### src/rtl/aes_round_datapath_macros.svh
// assertion macros for the aes round datapath
// no dependencies
`ifndef AES_ROUND_DATAPATH_MACROS_SVH
`define AES_ROUND_DATAPATH_MACROS_SVH
`ifndef ASSERT_OFF
`define ASSERT_RST(label, rst_n, prop, msg) \
  label: assert property (@(posedge clk_i) disable iff (!rst_n) prop) else $error(msg);
`define ASSERT_ALWAYS(label, prop, msg) \
  label: assert property (@(posedge clk_i) prop) else $error(msg);
`else
`define ASSERT_RST(label, rst_n, prop, msg)
`define ASSERT_ALWAYS(label, prop, msg)
`endif
`endif

### src/rtl/aesr_pkg.sv
// shared types, constants, gf functions and sbox tables for the aes round datapath
// no dependencies
`default_nettype none
package aesr_pkg;
  localparam int unsigned NBYTES = 16;

  typedef enum logic [1:0] {
    CMD_KEY   = 2'd0,
    CMD_FULL  = 2'd1,
    CMD_FINAL = 2'd2,
    CMD_RSVD  = 2'd3
  } cmd_e;

  typedef logic [7:0] byte_t;
  typedef byte_t [NBYTES-1:0] block_t;

  typedef struct packed {
    logic dir;
    logic do_sub;
    logic do_mix;
  } ctl_t;

  localparam byte_t [255:0] FWD_BOX = {
    8'h16,8'hbb,8'h54,8'hb0,8'h0f,8'h2d,8'h99,8'h41,8'h68,8'h42,8'he6,8'hbf,8'h0d,8'h89,8'ha1,8'h8c,
    8'hdf,8'h28,8'h55,8'hce,8'he9,8'h87,8'h1e,8'h9b,8'h94,8'h8e,8'hd9,8'h69,8'h11,8'h98,8'hf8,8'he1,
    8'h9e,8'h1d,8'hc1,8'h86,8'hb9,8'h57,8'h35,8'h61,8'h0e,8'hf6,8'h03,8'h48,8'h66,8'hb5,8'h3e,8'h70,
    8'h8a,8'h8b,8'hbd,8'h4b,8'h1f,8'h74,8'hdd,8'he8,8'hc6,8'hb4,8'ha6,8'h1c,8'h2e,8'h25,8'h78,8'hba,
    8'h08,8'hae,8'h7a,8'h65,8'hea,8'hf4,8'h56,8'h6c,8'ha9,8'h4e,8'hd5,8'h8d,8'h6d,8'h37,8'hc8,8'he7,
    8'h79,8'he4,8'h95,8'h91,8'h62,8'hac,8'hd3,8'hc2,8'h5c,8'h24,8'h06,8'h49,8'h0a,8'h3a,8'h32,8'he0,
    8'hdb,8'h0b,8'h5e,8'hde,8'h14,8'hb8,8'hee,8'h46,8'h88,8'h90,8'h2a,8'h22,8'hdc,8'h4f,8'h81,8'h60,
    8'h73,8'h19,8'h5d,8'h64,8'h3d,8'h7e,8'ha7,8'hc4,8'h17,8'h44,8'h97,8'h5f,8'hec,8'h13,8'h0c,8'hcd,
    8'hd2,8'hf3,8'hff,8'h10,8'h21,8'hda,8'hb6,8'hbc,8'hf5,8'h38,8'h9d,8'h92,8'h8f,8'h40,8'ha3,8'h51,
    8'ha8,8'h9f,8'h3c,8'h50,8'h7f,8'h02,8'hf9,8'h45,8'h85,8'h33,8'h4d,8'h43,8'hfb,8'haa,8'hef,8'hd0,
    8'hcf,8'h58,8'h4c,8'h4a,8'h39,8'hbe,8'hcb,8'h6a,8'h5b,8'hb1,8'hfc,8'h20,8'hed,8'h00,8'hd1,8'h53,
    8'h84,8'h2f,8'he3,8'h29,8'hb3,8'hd6,8'h3b,8'h52,8'ha0,8'h5a,8'h6e,8'h1b,8'h1a,8'h2c,8'h83,8'h09,
    8'h75,8'hb2,8'h27,8'heb,8'he2,8'h80,8'h12,8'h07,8'h9a,8'h05,8'h96,8'h18,8'hc3,8'h23,8'hc7,8'h04,
    8'h15,8'h31,8'hd8,8'h71,8'hf1,8'he5,8'ha5,8'h34,8'hcc,8'hf7,8'h3f,8'h36,8'h26,8'h93,8'hfd,8'hb7,
    8'hc0,8'h72,8'ha4,8'h9c,8'haf,8'ha2,8'hd4,8'had,8'hf0,8'h47,8'h59,8'hfa,8'h7d,8'hc9,8'h82,8'hca,
    8'h76,8'hab,8'hd7,8'hfe,8'h2b,8'h67,8'h01,8'h30,8'hc5,8'h6f,8'h6b,8'hf2,8'h7b,8'h77,8'h7c,8'h63
  };

  localparam byte_t [255:0] INV_BOX = {
    8'h7d,8'h0c,8'h21,8'h55,8'h63,8'h14,8'h69,8'he1,8'h26,8'hd6,8'h77,8'hba,8'h7e,8'h04,8'h2b,8'h17,
    8'h61,8'h99,8'h53,8'h83,8'h3c,8'hbb,8'heb,8'hc8,8'hb0,8'hf5,8'h2a,8'hae,8'h4d,8'h3b,8'he0,8'ha0,
    8'hef,8'h9c,8'hc9,8'h93,8'h9f,8'h7a,8'he5,8'h2d,8'h0d,8'h4a,8'hb5,8'h19,8'ha9,8'h7f,8'h51,8'h60,
    8'h5f,8'hec,8'h80,8'h27,8'h59,8'h10,8'h12,8'hb1,8'h31,8'hc7,8'h07,8'h88,8'h33,8'ha8,8'hdd,8'h1f,
    8'hf4,8'h5a,8'hcd,8'h78,8'hfe,8'hc0,8'hdb,8'h9a,8'h20,8'h79,8'hd2,8'hc6,8'h4b,8'h3e,8'h56,8'hfc,
    8'h1b,8'hbe,8'h18,8'haa,8'h0e,8'h62,8'hb7,8'h6f,8'h89,8'hc5,8'h29,8'h1d,8'h71,8'h1a,8'hf1,8'h47,
    8'h6e,8'hdf,8'h75,8'h1c,8'he8,8'h37,8'hf9,8'he2,8'h85,8'h35,8'had,8'he7,8'h22,8'h74,8'hac,8'h96,
    8'h73,8'he6,8'hb4,8'hf0,8'hce,8'hcf,8'hf2,8'h97,8'hea,8'hdc,8'h67,8'h4f,8'h41,8'h11,8'h91,8'h3a,
    8'h6b,8'h8a,8'h13,8'h01,8'h03,8'hbd,8'haf,8'hc1,8'h02,8'h0f,8'h3f,8'hca,8'h8f,8'h1e,8'h2c,8'hd0,
    8'h06,8'h45,8'hb3,8'hb8,8'h05,8'h58,8'he4,8'hf7,8'h0a,8'hd3,8'hbc,8'h8c,8'h00,8'hab,8'hd8,8'h90,
    8'h84,8'h9d,8'h8d,8'ha7,8'h57,8'h46,8'h15,8'h5e,8'hda,8'hb9,8'hed,8'hfd,8'h50,8'h48,8'h70,8'h6c,
    8'h92,8'hb6,8'h65,8'h5d,8'hcc,8'h5c,8'ha4,8'hd4,8'h16,8'h98,8'h68,8'h86,8'h64,8'hf6,8'hf8,8'h72,
    8'h25,8'hd1,8'h8b,8'h6d,8'h49,8'ha2,8'h5b,8'h76,8'hb2,8'h24,8'hd9,8'h28,8'h66,8'ha1,8'h2e,8'h08,
    8'h4e,8'hc3,8'hfa,8'h42,8'h0b,8'h95,8'h4c,8'hee,8'h3d,8'h23,8'hc2,8'ha6,8'h32,8'h94,8'h7b,8'h54,
    8'hcb,8'he9,8'hde,8'hc4,8'h44,8'h43,8'h8e,8'h34,8'h87,8'hff,8'h2f,8'h9b,8'h82,8'h39,8'he3,8'h7c,
    8'hfb,8'hd7,8'hf3,8'h81,8'h9e,8'ha3,8'h40,8'hbf,8'h38,8'ha5,8'h36,8'h30,8'hd5,8'h6a,8'h09,8'h52
  };

  function automatic byte_t xt(input byte_t x);
    return {x[6:0], 1'b0} ^ (x[7] ? 8'h1b : 8'h00);
  endfunction

  // mix one column, forward or inverse coefficients
  function automatic logic [31:0] mix_col(input byte_t [3:0] c, input logic inv);
    byte_t [3:0] o;
    byte_t [3:0] x2;
    byte_t [3:0] x4;
    byte_t [3:0] x8;
    for (int i = 0; i < 4; i++) begin
      x2[i] = xt(c[i]);
      x4[i] = xt(x2[i]);
      x8[i] = xt(x4[i]);
    end
    for (int r = 0; r < 4; r++) begin
      if (!inv) begin
        o[r] = x2[r] ^ (x2[(r+1)%4] ^ c[(r+1)%4]) ^ c[(r+2)%4] ^ c[(r+3)%4];
      end else begin
        o[r] = (x8[r] ^ x4[r] ^ x2[r])
             ^ (x8[(r+1)%4] ^ x2[(r+1)%4] ^ c[(r+1)%4])
             ^ (x8[(r+2)%4] ^ x4[(r+2)%4] ^ c[(r+2)%4])
             ^ (x8[(r+3)%4] ^ c[(r+3)%4]);
      end
    end
    return o;
  endfunction
endpackage
`default_nettype wire

### src/rtl/aesr_mix.sv
// mix columns stage over the whole block, bypass when not selected
// depends on aesr_pkg
`default_nettype none
module aesr_mix (
  input  aesr_pkg::block_t blk_i,
  input  logic             inv_i,
  input  logic             en_i,
  output aesr_pkg::block_t blk_o
);
  import aesr_pkg::*;
  always_comb begin
    blk_o = blk_i;
    if (en_i) begin
      for (int c = 0; c < 4; c++) begin
        blk_o[c*4 +: 4] = mix_col(blk_i[c*4 +: 4], inv_i);
      end
    end
  end
endmodule
`default_nettype wire

### config.mk
export PLATFORM = sky130hd
export DESIGN_NAME = aesr_mix
export DESIGN_NICKNAME = d
export VERILOG_FILES = /design/src/rtl/aes_round_datapath_macros.svh /design/src/rtl/aesr_pkg.sv /design/src/rtl/aesr_mix.sv
export SDC_FILE = /design/constraint.sdc
export NUM_CORES = 1
export LEC_CHECK = 0
export BUFFER_PORTS_ARGS = -buffer_cell sky130_fd_sc_hd__buf_2
export CAP_MARGIN = 40
export CORE_MARGIN = 3
export CORE_UTILIZATION = 35
export DETAILED_ROUTE_END_ITERATION = 8
export PLACE_DENSITY_LB_ADDON = 0.05
export SLEW_MARGIN = 5
export SYNTH_ARGS = -nofsm -noshare
export SYNTH_HDL_FRONTEND = slang
export SYNTH_SLANG_ARGS = --single-unit
### constraint.sdc
create_clock -name vclk -period 3.7
set_input_delay 0.74 -clock vclk [all_inputs]
set_output_delay 0.74 -clock vclk [all_outputs]
set_load 0.1 [all_outputs]
Yosys cells after proc, flatten, opt, wreduce, memory -nomap -nowiden
Index checks and enable logic that the tools add are counted.
{"block": "classes", "add_sub_neg": 0, "multipliers": 0, "div": 0, "magnitude_cmp": 0, "eq_ne": 0, "shifts": 0, "mux": 65, "n_bitwise": 256, "n_reduce_logical": 0}
{"cell": "$xor A8 B8 Y8", "count": 208}
{"cell": "$xor A8 B5 Y8", "count": 48}
{"cell": "$mux W5", "count": 48}
{"cell": "$mux W128", "count": 1}
{"cell": "$mux W8", "count": 16}
{"block": "word_totals", "regBits": 0, "latch_bits": 0, "mem_bits_rw": 0, "romBits": 0, "inputBits": 130, "out_inout_bits": 128, "word_cells": 321, "memories": 0}

Longest topological paths before layout
{"block": "depth", "depth_word": 13, "mapped_depth": 9, "mapped_depth_nobuf": 7}

Worst setup path after synthesis
Ideal clock, no wire load.
{"block": "synth_path", "path_kind": "input port to output port", "start": "input blk_i[17] in the netlist's numbering", "end": "output blk_o[12] in the netlist's numbering", "arrival_time_ns": 4.463, "t_required_ns": 2.960, "path_slack_ns": -1.503, "path_stages": 7, "path_buffers": 1, "path_cell_list": "clkbuf_1 -> xnor2_1 -> xnor3_1 -> xnor3_1 -> xor2_1 -> nand2_1 -> o21ai_0"}
{"item": "start, declared", "line": "aesr_mix.sv:5", "text": "input aesr_pkg::block_t blk_i,"}
{"item": "end, declared", "line": "aesr_mix.sv:8", "text": "output aesr_pkg::block_t blk_o"}

==> impl_metrics.csv <==
group,metric,value,unit
layout,layout.nets,1853,
layout,post-route-util,53.0,%
power_and_ir_drop,switching_power,5810,uW
power_and_ir_drop,power_density,595,nW/um^2
min_path,hold_path_class,"input pin to output port",
sta,finalHoldViolations,0,
sta,min_period,3.61,ns
sta,layout_setup_ws,0.0937,ns
grt,grt_max_degree,62,
critical_path,crit_fanout,3,
route,antenna_left,0,
grt,busiest_layer,"met2",
floorplan,dieArea,34200,sq um
route,avgViaCountPerCell,4.71,
placement,port_buffers,258,
layout,nClkBuffers,0,
layout,syn2layout_area_growth,46.9,%
layout,regArea,0,sq um
critical_path,criticalPathCategory,"input pin to output port",
min_path,holdPathEnd,"blk_o[48]",
power_and_ir_drop,pwr-share-comb,100.0,%
layout,antenna_cells,0,
logic_synthesis,yosys.area.top_type,"xnor2_1",
power_and_ir_drop,p_leak,0.00635,uW
critical_path,cp-start-kind,"input pin",
logic_synthesis,synth_seq_area_share,0,%
power_and_ir_drop,p_int,3990,uW
route,first_pass_iters,5,
logic_synthesis,netlist_top_cells_area,"xnor2_1 (52%), xor2_1 (14%), a21oi_1 (6.2%), xnor3_1 (6.0%), nor2_1 (4.8%)",
grt,met2_usage,37.2,%
sta,setup_viol,0,
min_path,worstHoldPathCells,4,
logic_synthesis,syn-cell-area,11200,sq um
route,first_iter_violations,411,
route,post_drt_wl_per_cell,18.0,um
power_and_ir_drop,ir_drop,0.449,mV
floorplan,die_w,185,um
route,totalWireLength,38.1,mm
floorplan,fp-row-count,64,
grt,antenna_found_initial,0,
placement,pre_cts_slack,0.00514,ns
power_and_ir_drop,swShare,59.3,%
floorplan,coreArea,31100,sq um
logic_synthesis,synth_fp_nets,1581,
logic_synthesis,synth_cell_types,35,
floorplan,die_height,185,um
grt,grt_usage,21.6,%
sta,slew_headroom,49.3,%
route,vias,9961,
sta,slew_violations,0,
placement,post_dp_cell_area,16400,sq um
grt,grtUsageMet3,1.63,%
status,status,"finished, final reports clean",
critical_path,arrival,2.87,ns
grt,overflow,0,
power_and_ir_drop,p_clk_share,0,%
logic_synthesis,yosysTopAreaCellShare,52.2,%
flow_run,cap_violations,0,
placement,globalplace.congestion,0.901,
logic_synthesis,yosys_warnings,0,
logic_synthesis,synth_area_per_cell,7.73,sq um
placement,hpwl,32.2,mm
floorplan,num_io_pins,258,
critical_path,setup.worst_path.end_class,"output port",
sta,final.setup.tns,0,ns
layout,n_sequential_cell,0,
logic_synthesis,postSynthCellCount,1451,
route,drc_errors,0,
grt,grt_pass1_vias,10300,
critical_path,critPathRequiredTime,2.96,ns
logic_synthesis,synth_most_common_cell,"xnor2_1",
sta,worst_pin_slew,0.759,ns
floorplan,initial_core_util,36.1,%
power_and_ir_drop,p_seq_share,0,%
grt,grt_use_met1,30.5,%
grt,grt_pass1_wl,59.1,mm
layout,drive_gt1_share,34.1,%
sta,fin_crit_sh,97.5,%
logic_synthesis,synth_common_cells,"xnor2_1 (669), xor2_1 (180), nor2_1 (144)",
layout,finalInstanceArea,16500,sq um
sta,fmax,277,MHz
min_path,hp-start,"blk_i[48]",
==> critical path, cell delays in order <==
cell	delay, ns
buf_2	0.11
xnor3_2	0.47
xnor3_1	0.46
xnor2_2	0.23
xnor2_1	0.16
nand2_1	0.15
xnor2_1	0.28
a21oi_4	0.09
buf_12	0.18
==> area by class of cell <==
| cell class | count | area [sq um] |
|---|---|---|
| multi-input cells | 1294 | 11500 |
| inverters | 5 | 18.8 |
| repair buffers | 422 | 4420 |
| fillers | 2956 | 14600 |
| well taps | 396 | 495 |
==> cells in the final DEF, fill, tap and decap left out, types with 15 or more instances in the layout <==
cell / instances
buf_4: 161
nor2_1: 136
buf_12: 126
a21oi_2: 47
nand2_1: 57
xnor2_2: 18
a21oi_1: 33
a21oi_4: 58
xor2_1: 177
buf_2: 134
xnor2_1: 661
xnor3_1: 30
o21ai_0: 15
==> how the worst max path moves through the flow <==
stage / to / start / depth (start not counted) / slack, ns
after floorplan: blk_o[1] / inv_i / 5 / -0.50
after global placement: blk_o[50] / blk_i[62] / 9 / -0.008
after detailed placement: blk_o[50] / blk_i[62] / 9 / 0.005
after CTS: blk_o[50] / blk_i[62] / 9 / 0.005
after global routing: blk_o[43] / blk_i[61] / 9 / -0.02
final: blk_o[43] / blk_i[61] / 9 / 0.09
==> power by group through the flow <==
stage / registers, uW / clock network [uW] / logic [uW]
finish: 0 / 0 / 9800
floorplan: 0 / 0 / 7090
global route: 0 / 0 / 10300
global placement: 0 / 0 / 9780
detailed placement: 0 / 0 / 9780
CTS: 0 / 0 / 9830
==> stage by stage <==
| stage | total power (uW) | std cells | hold WS [ns] |
|---|---|---|---|
| 3_5_place_dp | 9780 | 2116 | 1.95 |
| 3_3_place_gp | 9780 | 2116 | 1.95 |
| 5_1_grt | 10300 | 2117 | 1.97 |
| 2_1_floorplan | 7090 | 1451 | 1.78 |
| 6_report | 9800 | 2117 | 1.95 |
| 4_1_cts | 9830 | 2116 | 1.95 |
==> repair_timing <==
action | in CTS | in global routing
endpoints found under the hold margin | 0 | 0
gates resized for setup | 0 | 10
buffers inserted | 0 | 1
setup endpoints to repair | 0 | 12
hold buffers | 0 | 0
==> metal layers <==
metal | share of wire, % | wire length [um] | vias to the layer above
met5 | 0 | 0 | -
met4 | 1.3 | 513 | 0
met3 | 3.9 | 1480 | 29
met2 | 47 | 17800 | 222
met1 | 48 | 18300 | 4703
li1 | - | - | 5007
==> logic make-up after synthesis <==
| group | after synthesis | synth area share (%) |
|---|---|---|
| xor+xnor | 906 | 77.2 |
| simple gates | 206 | 6.97 |
| compound gates | 168 | 7.80 |
| buf+inv | 157 | 6.73 |
| mux | 14 | 1.31 |
Note: power is estimated with default switching activity, not from simulation.
